===== src/rtl/cbie_pkg.sv =====
// Package for the CBOR item head encoder.
// Holds command codes, additional-info codes, widths and the queue entry type.
// No dependencies.
package cbie_pkg;

	localparam int MaxCapacity = 65536;
	localparam int CapW        = 17;
	localparam int FillW       = $clog2(MaxCapacity + 1);
	localparam int CmpW        = (FillW > CapW) ? FillW : CapW;
	localparam int PosW        = 16;
	localparam int ArgW        = 64;
	localparam int CntW        = 4;
	localparam logic [CapW-1:0] CapReset = CapW'(256);

	localparam logic [4:0] AiOneByte   = 5'd24;
	localparam logic [4:0] AiTwoBytes  = 5'd25;
	localparam logic [4:0] AiFourBytes = 5'd26;
	localparam logic [4:0] AiEightBytes = 5'd27;
	localparam logic [ArgW-1:0] InlineLimit = 64'd24;

	localparam logic [2:0] MajorUnsigned = 3'd0;
	localparam logic [2:0] MajorNegative = 3'd1;

	typedef enum logic [1:0] {
		CMD_HEAD  = 2'd0,
		CMD_INT   = 2'd1,
		CMD_BYTE  = 2'd2,
		CMD_CLEAR = 2'd3
	} cmd_t;

	typedef enum logic [1:0] {
		ST_IDLE,
		ST_LEAD,
		ST_ARG
	} seq_state_t;

	typedef struct packed {
		logic            is_clear;
		logic [7:0]      lead;
		logic [CntW-1:0] nbytes;
		logic [ArgW-1:0] arg;
	} entry_t;

	typedef struct packed {
		logic can_push;
		logic has_item;
	} q_status_t;

endpackage


===== src/rtl/cbie_front.sv =====
// Front end: accepts input items and turns each into a queue entry.
// Works out the lead byte, the argument byte count and a left-aligned argument.
// Depends on cbie_pkg.
module cbie_front (
	input  logic                      in_valid,
	output logic                      in_ready,
	input  logic [1:0]                command,
	input  logic [2:0]                major_type,
	input  logic [63:0]               argument,
	input  logic [7:0]                payload_byte,
	input  cbie_pkg::q_status_t       q_status,
	output logic                      push,
	output cbie_pkg::entry_t          push_entry
);

	logic                          neg;
	logic [2:0]                    major;
	logic [cbie_pkg::ArgW-1:0]     arg;
	cbie_pkg::entry_t              head;

	assign in_ready = q_status.can_push;
	assign push     = in_valid && q_status.can_push;

	always_comb begin
		neg   = (cbie_pkg::cmd_t'(command) == cbie_pkg::CMD_INT) && argument[63];
		major = major_type;
		if (cbie_pkg::cmd_t'(command) == cbie_pkg::CMD_INT) begin
			major = neg ? cbie_pkg::MajorNegative : cbie_pkg::MajorUnsigned;
		end
		arg = neg ? ~argument : argument;

		head.is_clear = 1'b0;
		if (arg < cbie_pkg::InlineLimit) begin
			head.lead   = {major, arg[4:0]};
			head.nbytes = cbie_pkg::CntW'(0);
			head.arg    = '0;
		end else if (arg[63:8] == '0) begin
			head.lead   = {major, cbie_pkg::AiOneByte};
			head.nbytes = cbie_pkg::CntW'(1);
			head.arg    = {arg[7:0], 56'd0};
		end else if (arg[63:16] == '0) begin
			head.lead   = {major, cbie_pkg::AiTwoBytes};
			head.nbytes = cbie_pkg::CntW'(2);
			head.arg    = {arg[15:0], 48'd0};
		end else if (arg[63:32] == '0) begin
			head.lead   = {major, cbie_pkg::AiFourBytes};
			head.nbytes = cbie_pkg::CntW'(4);
			head.arg    = {arg[31:0], 32'd0};
		end else begin
			head.lead   = {major, cbie_pkg::AiEightBytes};
			head.nbytes = cbie_pkg::CntW'(8);
			head.arg    = arg;
		end

		case (cbie_pkg::cmd_t'(command))
			cbie_pkg::CMD_HEAD, cbie_pkg::CMD_INT: begin
				push_entry = head;
			end
			cbie_pkg::CMD_BYTE: begin
				push_entry.is_clear = 1'b0;
				push_entry.lead     = payload_byte;
				push_entry.nbytes   = '0;
				push_entry.arg      = '0;
			end
			default: begin
				push_entry.is_clear = 1'b1;
				push_entry.lead     = '0;
				push_entry.nbytes   = '0;
				push_entry.arg      = '0;
			end
		endcase
	end

endmodule


===== src/rtl/cbie_queue.sv =====
// Two-entry queue between the front end and the byte sequencer.
// Depends on cbie_pkg for the entry and status types.
module cbie_queue (
	input  logic                clk,
	input  logic                arst_n,
	input  logic                push,
	input  cbie_pkg::entry_t    push_entry,
	input  logic                pop,
	output cbie_pkg::entry_t    head_entry,
	output cbie_pkg::q_status_t q_status
);

	cbie_pkg::entry_t mem_q [2];
	logic             wptr_q;
	logic             rptr_q;
	logic [1:0]       count_q;

	assign q_status.can_push = (count_q != 2'd2);
	assign q_status.has_item = (count_q != 2'd0);
	assign head_entry        = mem_q[rptr_q];

	always_ff @(posedge clk) begin
		if (push) begin
			mem_q[wptr_q] <= push_entry;
		end
	end

	always_ff @(posedge clk or negedge arst_n) begin
		if (!arst_n) begin
			wptr_q  <= 1'b0;
			rptr_q  <= 1'b0;
			count_q <= 2'd0;
		end else begin
			if (push) begin
				wptr_q <= ~wptr_q;
			end
			if (pop) begin
				rptr_q <= ~rptr_q;
			end
			case ({push, pop})
				2'b10:   count_q <= count_q + 2'd1;
				2'b01:   count_q <= count_q - 2'd1;
				default: count_q <= count_q;
			endcase
		end
	end

	assert property (@(posedge clk) disable iff (!arst_n) count_q <= 2'd2)
		else $error("queue count out of range");
	assert property (@(posedge clk) disable iff (!arst_n)
		(count_q == 2'd2 && !pop) |=> count_q == 2'd2)
		else $error("full queue lost an entry");
	assert property (@(posedge clk) disable iff (!arst_n)
		(count_q == 2'd0 && !push) |=> count_q == 2'd0)
		else $error("empty queue gained an entry");

endmodule


===== src/rtl/cbie_back.sv =====
// Byte sequencer: takes an entry only when idle, then emits its bytes.
// Keeps the capacity register, the fill offset and the output register.
// Depends on cbie_pkg.
module cbie_back (
	input  logic                       clk,
	input  logic                       arst_n,
	input  logic                       cfg_valid,
	output logic                       cfg_ready,
	input  logic [cbie_pkg::CapW-1:0]  cfg_data,
	input  cbie_pkg::q_status_t        q_status,
	input  cbie_pkg::entry_t           head_entry,
	output logic                       pop,
	output logic                       out_valid,
	input  logic                       out_ready,
	output logic [7:0]                 out_byte,
	output logic                       stored,
	output logic [15:0]                write_position,
	output logic                       last_of_item
);

	cbie_pkg::seq_state_t           state_q, state_d;
	logic [cbie_pkg::CapW-1:0]      cap_q;
	logic [cbie_pkg::FillW-1:0]     fill_q;
	logic [7:0]                     lead_q;
	logic [cbie_pkg::ArgW-1:0]      arg_q;
	logic [cbie_pkg::CntW-1:0]      rem_q;
	logic                           ov_q;
	logic [7:0]                     ob_q;
	logic                           os_q;
	logic [cbie_pkg::PosW-1:0]      op_q;
	logic                           ol_q;

	logic                           slot_free;
	logic                           load;
	logic                           do_clear;
	logic                           emit_fire;
	logic [7:0]                     emit_byte;
	logic                           emit_last;
	logic [cbie_pkg::CmpW-1:0]      cap_ext;
	logic [cbie_pkg::CmpW-1:0]      cap_eff;
	logic                           room;

	assign cfg_ready      = 1'b1;
	assign out_valid      = ov_q;
	assign out_byte       = ob_q;
	assign stored         = os_q;
	assign write_position = op_q;
	assign last_of_item   = ol_q;
	assign slot_free      = !ov_q || out_ready;

	assign cap_ext = cbie_pkg::CmpW'(cap_q);
	assign cap_eff = (cap_ext > cbie_pkg::CmpW'(cbie_pkg::MaxCapacity))
		? cbie_pkg::CmpW'(cbie_pkg::MaxCapacity) : cap_ext;
	assign room    = cbie_pkg::CmpW'(fill_q) < cap_eff;

	always_comb begin
		state_d = state_q;
		case (state_q)
			cbie_pkg::ST_IDLE: begin
				if (q_status.has_item && !head_entry.is_clear) begin
					state_d = cbie_pkg::ST_LEAD;
				end
			end
			cbie_pkg::ST_LEAD: begin
				if (slot_free) begin
					state_d = (rem_q == '0) ? cbie_pkg::ST_IDLE : cbie_pkg::ST_ARG;
				end
			end
			cbie_pkg::ST_ARG: begin
				if (slot_free && rem_q == cbie_pkg::CntW'(1)) begin
					state_d = cbie_pkg::ST_IDLE;
				end
			end
			default: state_d = cbie_pkg::ST_IDLE;
		endcase
	end

	always_comb begin
		pop       = 1'b0;
		load      = 1'b0;
		do_clear  = 1'b0;
		emit_fire = 1'b0;
		emit_byte = lead_q;
		emit_last = 1'b0;
		case (state_q)
			cbie_pkg::ST_IDLE: begin
				pop      = q_status.has_item;
				load     = q_status.has_item && !head_entry.is_clear;
				do_clear = q_status.has_item && head_entry.is_clear;
			end
			cbie_pkg::ST_LEAD: begin
				emit_fire = slot_free;
				emit_byte = lead_q;
				emit_last = (rem_q == '0);
			end
			cbie_pkg::ST_ARG: begin
				emit_fire = slot_free;
				emit_byte = arg_q[63:56];
				emit_last = (rem_q == cbie_pkg::CntW'(1));
			end
			default: begin
				emit_fire = 1'b0;
			end
		endcase
	end

	always_ff @(posedge clk) begin
		if (load) begin
			lead_q <= head_entry.lead;
			arg_q  <= head_entry.arg;
			rem_q  <= head_entry.nbytes;
		end else if (emit_fire && state_q == cbie_pkg::ST_ARG) begin
			arg_q <= {arg_q[55:0], 8'd0};
			rem_q <= rem_q - cbie_pkg::CntW'(1);
		end
		if (emit_fire) begin
			ob_q <= emit_byte;
			os_q <= room;
			op_q <= room ? cbie_pkg::PosW'(fill_q) : '0;
			ol_q <= emit_last;
		end
	end

	always_ff @(posedge clk or negedge arst_n) begin
		if (!arst_n) begin
			state_q <= cbie_pkg::ST_IDLE;
			cap_q   <= cbie_pkg::CapReset;
			fill_q  <= '0;
			ov_q    <= 1'b0;
		end else begin
			state_q <= state_d;
			if (cfg_valid) begin
				cap_q <= cfg_data;
			end
			if (do_clear) begin
				fill_q <= '0;
			end else if (emit_fire && room) begin
				fill_q <= fill_q + cbie_pkg::FillW'(1);
			end
			if (emit_fire) begin
				ov_q <= 1'b1;
			end else if (out_ready) begin
				ov_q <= 1'b0;
			end
		end
	end

	assert property (@(posedge clk) disable iff (!arst_n)
		cbie_pkg::CmpW'(fill_q) <= cbie_pkg::CmpW'(cbie_pkg::MaxCapacity))
		else $error("fill offset beyond capacity limit");
	assert property (@(posedge clk) disable iff (!arst_n)
		emit_fire && emit_last |=> state_q == cbie_pkg::ST_IDLE)
		else $error("sequencer busy after last byte");
	assert property (@(posedge clk) disable iff (!arst_n)
		pop |-> state_q == cbie_pkg::ST_IDLE)
		else $error("entry taken while sequencer busy");
	assert property (@(posedge clk) disable iff (!arst_n)
		(emit_fire && room && !do_clear) |=> fill_q == $past(fill_q) + cbie_pkg::FillW'(1))
		else $error("fill offset did not advance on stored byte");

endmodule


===== src/rtl/cbor_item_head_encoder.sv =====
// Top level of the CBOR item head encoder.
// Depends on cbie_pkg, cbie_front, cbie_queue and cbie_back.
//
// channel  direction  handshake              payload
// in       sink       in_valid / in_ready    command, major_type, argument, payload_byte
// out      source     out_valid / out_ready  out_byte, stored, write_position, last_of_item
// cfg      sink       cfg_valid / cfg_ready  cfg_data (buffer capacity)
//
// The sequencer takes an item's entry from the queue while it is idle, then emits
// the lead byte followed by any argument bytes.
// A clear item is taken while the sequencer is idle and emits nothing.
// The two-entry queue lets input items be taken while the sequencer is busy.
// out_ready low while out_valid is high holds the output register and stalls the sequencer.
// Reset sets capacity to 256 and the fill offset to zero; cfg_ready is always high.
module cbor_item_head_encoder (
	input  logic        clk,
	input  logic        arst_n,
	input  logic        cfg_valid,
	output logic        cfg_ready,
	input  logic [16:0] cfg_data,
	input  logic        in_valid,
	output logic        in_ready,
	input  logic [1:0]  command,
	input  logic [2:0]  major_type,
	input  logic [63:0] argument,
	input  logic [7:0]  payload_byte,
	output logic        out_valid,
	input  logic        out_ready,
	output logic [7:0]  out_byte,
	output logic        stored,
	output logic [15:0] write_position,
	output logic        last_of_item
);

	cbie_pkg::q_status_t q_status;
	cbie_pkg::entry_t    push_entry;
	cbie_pkg::entry_t    head_entry;
	logic                push;
	logic                pop;

	cbie_front u_front (
		.in_valid     (in_valid),
		.in_ready     (in_ready),
		.command      (command),
		.major_type   (major_type),
		.argument     (argument),
		.payload_byte (payload_byte),
		.q_status     (q_status),
		.push         (push),
		.push_entry   (push_entry)
	);

	cbie_queue u_queue (
		.clk        (clk),
		.arst_n     (arst_n),
		.push       (push),
		.push_entry (push_entry),
		.pop        (pop),
		.head_entry (head_entry),
		.q_status   (q_status)
	);

	cbie_back u_back (
		.clk            (clk),
		.arst_n         (arst_n),
		.cfg_valid      (cfg_valid),
		.cfg_ready      (cfg_ready),
		.cfg_data       (cfg_data),
		.q_status       (q_status),
		.head_entry     (head_entry),
		.pop            (pop),
		.out_valid      (out_valid),
		.out_ready      (out_ready),
		.out_byte       (out_byte),
		.stored         (stored),
		.write_position (write_position),
		.last_of_item   (last_of_item)
	);

endmodule


===== config.mk =====
export PLATFORM = sky130hd
export DESIGN_NAME = cbor_item_head_encoder
export DESIGN_NICKNAME = d
export VERILOG_FILES = /design/src/rtl/cbie_pkg.sv /design/src/rtl/cbie_front.sv /design/src/rtl/cbie_queue.sv /design/src/rtl/cbie_back.sv /design/src/rtl/cbor_item_head_encoder.sv
export SDC_FILE = /design/constraint.sdc
export NUM_CORES = 1
export LEC_CHECK = 0
export BUFFER_PORTS_ARGS = -buffer_cell sky130_fd_sc_hd__buf_4
export CAP_MARGIN = 40
export CORE_ASPECT_RATIO = 0.75
export CORE_MARGIN = 3
export CORE_UTILIZATION = 30
export DETAILED_ROUTE_END_ITERATION = 10
export GPL_ROUTABILITY_DRIVEN = 0
export GPL_TIMING_DRIVEN = 1
export PLACE_DENSITY_LB_ADDON = 0.3
export REMOVE_ABC_BUFFERS = 1
export SLEW_MARGIN = 20
export SYNTH_ARGS = -nofsm -noshare
export SYNTH_HDL_FRONTEND = slang
export SYNTH_SLANG_ARGS = --single-unit

===== constraint.sdc =====
create_clock -name clk -period 4.1 [get_ports clk]
set_input_delay 0.41 -clock clk [delete_from_list [all_inputs] [get_ports clk]]
set_output_delay 0.41 -clock clk [all_outputs]
set_load 0.01 [all_outputs]

### Word-level counts from Yosys, hierarchy flattened

Memories as Yosys holds them, arrays and structs flattened.
Index checks and enable logic that the tools add are counted.
Widths: inputs -> output; s select.

| word-level totals | value |
|---|---|
| flip-flop bits (word level) | 143 |
| bits in writable memories | 154 |
| output and inout bits | 29 |
| memories | 1 |

| operators by class | value |
|---|---|
| add/subtract/negate cells | 4 |
| magnitude comparators | 3 |
| equality and inequality tests | 11 |
| multiplexer cells | 31 |
| bitwise operators | 3 |
| reductions and logical operators | 24 |

Memories:

| memory | words | width | rd ports | clocked after Yosys merged registers in | write ports | RTL line | text |
|---|---|---|---|---|---|---|---|
| u_queue.mem_q | 2 | 77 | 1 | 0 | 1 | cbie_queue.sv:13 | `cbie_pkg::entry_t mem_q [2];` |

Operator list:

| cell | number |
|---|---|
| $mux 64 | 3 |
| $pmux 77 s2 | 1 |
| $mux 70 | 2 |
| $mux 73 | 1 |
| $mux 69 | 1 |
| $lt 64x5->1 const B | 1 |
| $not 64->64 | 1 |
| $logic_not 56->1 | 1 |
| $mux 17 | 3 |
| $logic_not 48->1 | 1 |
| $logic_not 32->1 | 1 |
| $add 17x1->17 const B | 1 |
| $gt 17x17->1 const B | 1 |
| $lt 17x17->1 | 1 |
| $reduce_bool 2->1 | 5 |
| $mux 1 | 9 |
| $mux 2 | 4 |
| $mux 4 | 2 |
| $mux 8 | 1 |
| $logic_and 1x1->1 | 7 |
| $eq 2x1->1 const B | 3 |
| $eq 2x2->1 const B | 3 |
| $ne 2x1->1 const B | 3 |
| $pmux 2 s3 | 1 |
| other kinds (15) | 19 |

### Depth between registers and ports, before layout

Gate-level depths: netlist (run 1).

| depth | value |
|---|---|
| word-level depth | 9 |
| gate-level depth with buffers | 14 |
| gate-level depth less buffers | 12 |

### Hierarchy

Synthesis (run 1) repeated with hierarchy kept, for this count alone.

| unflattened totals | value |
|---|---|
| cell total of the unflattened synthesis | 1160 |
| area total of the unflattened synthesis | 14308.7 um2 |

By module, submodules not included:

| module | instances | cells an instance | area each (um2) | seq. area each (um2) |
|---|---|---|---|---|
| cbie_back | 1 | 572 | 6342.3 | 3990.1 |
| cbie_queue | 1 | 256 | 5823.1 | 4724.5 |
| cbie_front | 1 | 332 | 2143.3 | 0.0 |

### Worst setup path after synthesis (run 1)

Ideal clock, no wire load.

| timing path | value |
|---|---|
| path kind | register to register |
| start | register u_queue.count_q[0] |
| end | memory u_queue.mem_q[0][0] (netlist name), enable pin |
| setup time | 0.513 ns |
| arrival time | 3.935 ns |
| path slack | -0.348 ns |
| cell stages (with the launch flop) | 4 |
| clock period less this slack | 4.448 ns |
| path through | dfrtp_1 nand2b_1 nand2_1 nor2_1 |

| between the ends | value |
|---|---|
| word-level cells in the longest chain between the ends | 4 |

Ends and longest elaborated chain:

| what | RTL line | text |
|---|---|---|
| from (decl) | cbie_queue.sv:16 | `logic [1:0] count_q;` |
| from (signal assigned) | cbie_queue.sv:41 | `2'b10: count_q <= count_q + 2'd1;` |
| from (signal assigned) | cbie_queue.sv:42 | `2'b01: count_q <= count_q - 2'd1;` |
| from (signal assigned) | cbie_queue.sv:43 | `default: count_q <= count_q;` |
| $ne 2x2->1 | cbie_queue.sv:18 | `assign q_status.can_push = (count_q != 2'd2);` |
| via in_ready | cbor_item_head_encoder.sv:22 | `output logic in_ready,` |
| $logic_and 1x1->1 | cbie_front.sv:22 | `assign push = in_valid && q_status.can_push;` |
| $mux 1 | cbie_queue.sv:23 | `if (push) begin` |
| $mux 1 (implied by the code) | cbie_queue.sv:24 | `mem_q[wptr_q] <= push_entry;` |
| to (decl) | cbie_queue.sv:13 |  |

The timed path passes the listed nets, and every way through them passes these cells.

### Final worst setup path (run 1)

| timing path | value |
|---|---|
| start | register u_back.cap_q, in the netlist u_back.cap_ext[12] |
| end | register u_back.fill_q[16] (netlist name) |

| between the ends | value |
|---|---|
| word-level cells in the longest chain between the ends | 5 |

Ends and longest elaborated chain:

| what | RTL line | text |
|---|---|---|
| from (decl) | cbie_back.sv:22 | `logic [cbie_pkg::CapW-1:0] cap_q;` |
| from (signal assigned) | cbie_back.sv:127 | `cap_q <= cbie_pkg::CapReset;` |
| from (signal assigned) | cbie_back.sv:133 | `cap_q <= cfg_data;` |
| $gt 17x17->1 | cbie_back.sv:52 | `assign cap_eff = (cap_ext > cbie_pkg::CmpW'(cbie_pkg::MaxCapacity))` |
| $mux 17 (*) | cbie_back.sv:53 | `? cbie_pkg::CmpW'(cbie_pkg::MaxCapacity) : cap_ext;` |
| $lt 17x17->1 (*) | cbie_back.sv:54 | `assign room = cbie_pkg::CmpW'(fill_q) < cap_eff;` |
| $logic_and 1x1->1 (*) | cbie_back.sv:137 | `end else if (emit_fire && room) begin` |
| $reduce_bool 2->1 (no line) (*) | n/a |  |
| to (signal assigned) | cbie_back.sv:138 | `fill_q <= fill_q + cbie_pkg::FillW'(1);` |
| to (decl) | cbie_back.sv:23 | `logic [cbie_pkg::FillW-1:0] fill_q;` |

Mark *: on every way between the ends. The rest lies on a longest branch, timed or not.
A chain may end at the register's enable or synchronous reset.

==> results of run 1 <==
## cell type report
class	count	area share [%]
sequential	297	52.12
multi-input combinational	741	29.62
timing repair buffer	146	6.882
clock buffer	37	4.772
tap	621	4.645
clock inverter	19	1.556
inverter	18	0.4039
## sequential cells by signal (all words and copies together) (netlist names)
name	flops
u_back.cap_ext	17
u_back.fill_q	17
u_queue.mem_q	154
u_back.arg_q	64
u_queue.count_q	2
u_back.out_valid	1
u_back.stored	1
u_back.out_byte	8
u_back.lead_q	8
u_back.write_position	16
u_queue.rptr_q	1
u_back.rem_q	4
u_queue.wptr_q	1
u_back.state_q	2
u_back.last_of_item	1
## power by group through the flow
| stage | clock, mW | sequential, mW | combinational, mW |
|---|---|---|---|
| final | 2.93 | 5.02 | 2.85 |
| after CTS | 3.02 | 5.03 | 2.92 |
| after floorplan | 0 | 5.18 | 1.71 |
| after global placement | 0 | 5.07 | 2.80 |
| after global routing | 3.14 | 5.11 | 3.19 |
| after detailed placement | 0 | 5.09 | 2.91 |
## cell families (layout without fill, tap and decap cells)
kind of cell | Yosys count | after routing | synth area share, %
AOI/OAI and AO/OA | 180 | 180 | 8.073
other | 1 | 1 | 0.02682
adders and majority gates | 23 | 23 | 2.059
and+or+nand+nor | 347 | 347 | 11.59
xor gates and xnor gates | 64 | 64 | 4.010
muxes | 126 | 126 | 9.407
buffers and inverters | 85 | 220 | 2.497
DFF | 297 | 297 | 62.34
## layer usage
layer | GRT usage [%] | vias to the layer above
met5 | 0 | -
met4 | 2.892 | 0
met3 | 2.414 | 44
met2 | 21.41 | 237
met1 | 21.12 | 4585
li1 | - | 4390
## synthesized netlist by cell type (all sizes together) (8+ instances only)
master,count
edfxtp,256
nand2,129
mux2i,93
nor2,90
o21ai,75
xnor2,59
clkbuf,40
dfrtp,40
a21oi,37
mux2,33
buf,27
nand4,27
and3,23
ha,23
nand3,20
nor4,20
inv,17
a21o,11
nand2b,10
nor3,10
a31o,8
## cells in the final DEF (no fill, tap or decap), types with 11 or more instances in the layout
cell type and n:
buf_4 142, mux2_2 33, edfxtp_1 256, nor4_1 20, nand4_1 26, mux2i_1 92, nand3_1 20, nand2_1 127
o21ai_0 75, ha_1 23, inv_1 16, xnor2_1 59, a21oi_1 37, and3_1 22, dfrtp_1 39, clkbuf_16 31
a21o_1 11, nor2_1 88
## worst min-delay path, stage by stage
cell and delay, ps:
buf_4 80, nand2_1 40, o21ai_0 70
## path summary, 6_finish.rpt
kind	start	endpoint	slack (ps)	depth (start not counted)
min	cfg_data[16]	u_back.cap_ext[16]	80	3
max	u_back.cap_ext[12]	u_back.fill_q[16]	660	11
min reg2reg	u_back.arg_q[23]	u_back.arg_q[31]	510	2
min in group asynchronous	arst_n	u_back.fill_q[11]	370	2
max in group asynchronous	arst_n	u_queue.rptr_q	3300	2
max reg2reg	u_back.cap_ext[12]	u_back.fill_q[16]	660	11
## stage by stage
stage	power, mW	TNS (ps)	instances
floorplan	6.894	-398670	1056
global placement	7.868	0	1818
detailed placement	8.000	0	1822
CTS	10.97	0	1879
global route	11.44	0	1879
finish	10.80	0	1879
## repair_timing
action                     4_1_cts  5_1_grt
hold buffers                     1        0
hold endpoints to repair        40        0
setup endpoints to repair        0        0
==> impl_metrics.env, run 1 <==
export IMPL_pwr_share_seq_pct=46.5
export IMPL_htreeDepth=1
export IMPL_crit_path_end_kind="flop"
export IMPL_path_buf_inv=0
export IMPL_vdd_ir_drop_max_v=0.0003759
export IMPL_critPathLaunchType="flop"
export IMPL_start_util_pct=30.82
export IMPL_max_freq_ghz=0.2908
export IMPL_wirelength_mm=35.41
export IMPL_hold_violations=0
export IMPL_ctsResizeCount=0
export IMPL_clk_pin_slew_worst_paths_ps=60
export IMPL_cts_tree="done"
export IMPL_nets=1357
export IMPL_holdWs_ps=76.37
export IMPL_final_core_util_pct=36.88
export IMPL_wirelength_met1_mm=17.06
export IMPL_setup_viol=0
export IMPL_p_clk_share_pct=27.2
export IMPL_synth_area_leaders="edfxtp_1 55%, dfrtp_1 7.2%, mux2i_1 6.6%"
export IMPL_grt_pass1_wl_mm=53.38
export IMPL_dp_hpwl_mm=24.41
export IMPL_ys_warn_count=0
export IMPL_die_area_sq_um=49250
export IMPL_drc=0
export IMPL_die_w_microns=255.3
export IMPL_core_area_sq_um=45350
export IMPL_synth_main_ff_cell="edfxtp_1"
export IMPL_p_leak_nw=6.428
export IMPL_cts_setup_buffers=0
export IMPL_worstPathCellList="nor4_1 -> a41o_1 -> nand2_1 -> ha_1 -> a21o_1 -> a21o_1 -> a21o_1 -> o311ai_2 -> nand2_1 -> or4_1 -> a21oi_1"
export IMPL_wl_met3_mm=1.988
export IMPL_drv_slew=0
export IMPL_crit_family="compound AO/OA/AOI/OAI gates"
export IMPL_cap_violations=0
export IMPL_synth_cell_types=64
export IMPL_grt_start_max_net_pins=71
export IMPL_clk_path_buf_depth=3
export IMPL_die_h_microns=192.9
export IMPL_path_class="reg -> reg"
export IMPL_antenna_found_initial=0
export IMPL_p_sw_share_pct=30.66
export IMPL_postSynthAreaPerCell_sq_um=12.45
export IMPL_clock_latency_ps=580
export IMPL_finClkSkew_ps=24.96
export IMPL_synth_top_cell_area_share_pct=54.99
export IMPL_syn_instance_count=1123
export IMPL_synth_top_area_cell="edfxtp_1"
export IMPL_grt_overflow=0
export IMPL_slew_headroom_pct=50.78
export IMPL_wl_met2_mm=15.79
export IMPL_wire_per_inst_microns=18.84
export IMPL_internal_power_mw=7.486
export IMPL_power_density_nw_per_um2=645.4
export IMPL_highest_layer="met4"
export IMPL_n_antenna_cell=0
export IMPL_firstDrtPassIters=5
export IMPL_io_pins=128
export IMPL_regArea_sq_um=8718
export IMPL_cts_root_buf="clkbuf_16"
export IMPL_drt_iter0_markers=670
export IMPL_postPlaceCellArea_sq_um=15660
export IMPL_num_rows=67
export IMPL_hold_class="in -> reg"
export IMPL_io_buffers=126
export IMPL_area_delta_synth_final_pct=19.65
export IMPL_pre_cts_slack_ps=601.3
export IMPL_viasPerCell=4.926
export IMPL_comb_power_share_pct=26.4
export IMPL_vias=9256
export IMPL_worst_pin_slew_ps=736.5
export IMPL_p_sw_mw=3.309
export IMPL_synth_edff_count=256
export IMPL_track_usage_pct=14.08
export IMPL_critical_path_arrival_ps=3940
export IMPL_path_common_cell="a21o_1"
export IMPL_cp_slowest_stage_delay_ps=570
export IMPL_cts_sinks=297
export IMPL_design_area_sq_um=16730
export IMPL_status="complete, no violations"
export IMPL_synth_area_sq_um=13980
export IMPL_required_ps=4600
export IMPL_ant_nets=0
export IMPL_finalCritPeriodShare_pct=83.86
export IMPL_async_flop_share_pct=13.80
export IMPL_multi_input_area_sq_um=4955
export IMPL_nFillCells=4389
export IMPL_grt_pass1_vias=8835
export IMPL_fin_crit_ps=3438
export IMPL_setup_slack_ps=661.6
export IMPL_synth_seq_cells=297
export IMPL_rsz0062_at_grt="no"
export IMPL_cts_buffers=31
export IMPL_crit_path_max_fanout=13
export IMPL_drive_gt1_share_pct=19.63
export IMPL_cp_slowest_cell="or4_1"
export IMPL_yosysSeqAreaShare_pct=62.34
Power figures use the tool's default switching activity.
==> inputs of run 2 (changes only) <==
==> constraint.sdc (replaced) <==
create_clock -name clk -period 3.5 [get_ports clk]
set_input_delay 0.35 -clock clk [delete_from_list [all_inputs] [get_ports clk]]
set_output_delay 0.35 -clock clk [all_outputs]
set_load 0.01 [all_outputs]
==> impl_metrics.env, run 2 (synthesis results as in run 1) <==
export IMPL_num_rows=67
export IMPL_drc=0
export IMPL_tns_ps=0
export IMPL_die_area_sq_um=49250
export IMPL_vias=9241
export IMPL_design_area_sq_um=17040
export IMPL_n_antenna_cell=0
export IMPL_instances_no_fill=1906
export IMPL_final_core_util_pct=37.57
export IMPL_final_cell_mix="256 x edfxtp_1, 152 x buf_4, 127 x nand2_1"
export IMPL_cts_setup_buffers=0
export IMPL_vdd_ir_drop_max_v=0.0005558
export IMPL_drive_gt1_share_pct=20.78
export IMPL_slew_headroom_pct=50.06
export IMPL_grt_overflow=0
export IMPL_critPathLaunchType="flop"
export IMPL_clk_pin_slew_worst_paths_ps=70
export IMPL_die_h_microns=192.9
export IMPL_regMostFlops="u_queue.mem_q"
export IMPL_area_delta_synth_final_pct=21.88
export IMPL_dp_cells=1835
export IMPL_setup_slack_ps=393.8
export IMPL_crit_path_max_fanout=20
export IMPL_dp_hpwl_mm=24.02
export IMPL_cts_root_buf="clkbuf_16"
export IMPL_cap_violations=0
export IMPL_max_freq_ghz=0.3219
export IMPL_final_common_cell="edfxtp_1"
export IMPL_postPlaceCellArea_sq_um=15780
export IMPL_nFillCells=4344
export IMPL_grt_start_max_net_pins=78
export IMPL_finClkSkew_ps=22.23
export IMPL_track_usage_pct=13.97
export IMPL_cts_buffers=31
export IMPL_top_regs="u_queue.mem_q: 154 flops, u_back.arg_q: 64 flops"
export IMPL_start_util_pct=30.82
export IMPL_grt_pass1_vias=9065
export IMPL_holdWs_ps=36.45
export IMPL_rsz0062_at_grt="no"
export IMPL_cts_sinks=297
export IMPL_wire_per_inst_microns=18.22
export IMPL_setup_viol=0
export IMPL_clock_latency_ps=570
export IMPL_wirelength_mm=34.73
export IMPL_pre_cts_slack_ps=409.7
export IMPL_die_w_microns=255.3
export IMPL_finalCritPeriodShare_pct=88.75
export IMPL_worst_pin_slew_ps=749.1
export IMPL_status="complete, no violations"
export IMPL_hold_violations=0
export IMPL_cts_tree="done"
export IMPL_fin_total_pwr_mw=12.81
export IMPL_io_pins=128
export IMPL_critical_path_arrival_ps=3610
export IMPL_clk_path_buf_depth=3
export IMPL_viasPerCell=4.848
export IMPL_drv_slew=0
export IMPL_required_ps=4000
export IMPL_p_leak_nw=6.571
export IMPL_ant_nets=0
export IMPL_largest_reg_flops=154
export IMPL_crit_path_end_kind="flop"
export IMPL_fin_crit_ps=3106
export IMPL_htreeDepth=1
export IMPL_path_class="reg -> reg"
export IMPL_power_density_nw_per_um2=751.5
export IMPL_io_buffers=126
export IMPL_nets=1382
export IMPL_antenna_found_initial=0
export IMPL_firstDrtPassIters=5
export IMPL_core_area_sq_um=45350
export IMPL_hold_class="in -> reg"
export IMPL_grt_pass1_wl_mm=53.27
export IMPL_drt_iter0_markers=579
==> run 2: changes by cell type in the layout (fill, tap and decap cells not counted) <==
cell / previous run / this run
clkinvlp_4: 0 / 3
buf_4: 142 / 152
bufinv_16: 6 / 8
clkinv_1: 6 / 4
inv_8: 1 / 0
inv_16: 1 / 0
dlygate4sd3_1: 1 / 13
clkinv_2: 6 / 5
buf_12: 1 / 6
buf_16: 2 / 0
clkinv_4: 0 / 3
clkbuf_1: 6 / 3
inv_6: 0 / 2
==> run 2: final cells by class <==
| cell class | count | area (sq um) | share of cell area (%) |
|---|---|---|---|
| multi-input combinational | 741 | 4955 | 29.08 |
| tap | 621 | 777.0 | 4.560 |
| timing repair buffer | 171 | 1391 | 8.166 |
| clock buffer | 34 | 787.0 | 4.619 |
| inverter | 18 | 67.56 | 0.3965 |
| clock inverter | 24 | 342.8 | 2.012 |
| sequential | 297 | 8718 | 51.17 |
==> run 2: final timing paths <==
kind | slack, ps | endpoint | cells after the start | from
worst max-delay path | 390 | u_back.fill_q[9] | 12 | u_back.cap_ext[12]
worst min-delay path | 40 | u_back.cap_ext[2] | 2 | cfg_data[2]
worst max register to register | 390 | u_back.fill_q[9] | 12 | u_back.cap_ext[12]
worst min register to register | 520 | u_back.arg_q[23] | 2 | u_back.arg_q[15]
max in group asynchronous | 2740 | u_queue.rptr_q | 2 | arst_n
min in group asynchronous | 320 | u_back.fill_q[5] | 2 | arst_n
==> run 2: report_power, final <==
group | internal, mW | switching (mW)
Sequential | 5.46 | 0.335
Combinational | 1.25 | 2.16
Clock | 2.22 | 1.38
Total | 8.92 | 3.88
==> run 2: critical path, stage by stage, from the launching register on <==
cell and delay, ps:
dfrtp_1 400, nor4_1 300, a41o_1 230, buf_4 150, nand2_1 70, ha_1 310
a41oi_1 230, a21oi_1 110, o311ai_2 330, buf_4 280, nand3_1 130, or3_1 360
a21oi_1 140
==> run 2: timing repair <==
item                                   CTS  global route
hold buffers                            13             0
setup endpoints to repair                0             0
resized for setup                        0             0
endpoints found under the hold margin   52             0
==> run 2: metal layers <==
layer / up-vias / part of all wire, % / routed length [microns] / global-route usage, %
met3: 55 / 4.0 / 1392 / 2.159
li1: 4441 / - / - / -
met5: - / 0 / 0 / 0
met2: 167 / 44 / 15180 / 21.10
met1: 4578 / 50 / 17240 / 20.86
met4: 0 / 2.6 / 913 / 3.812
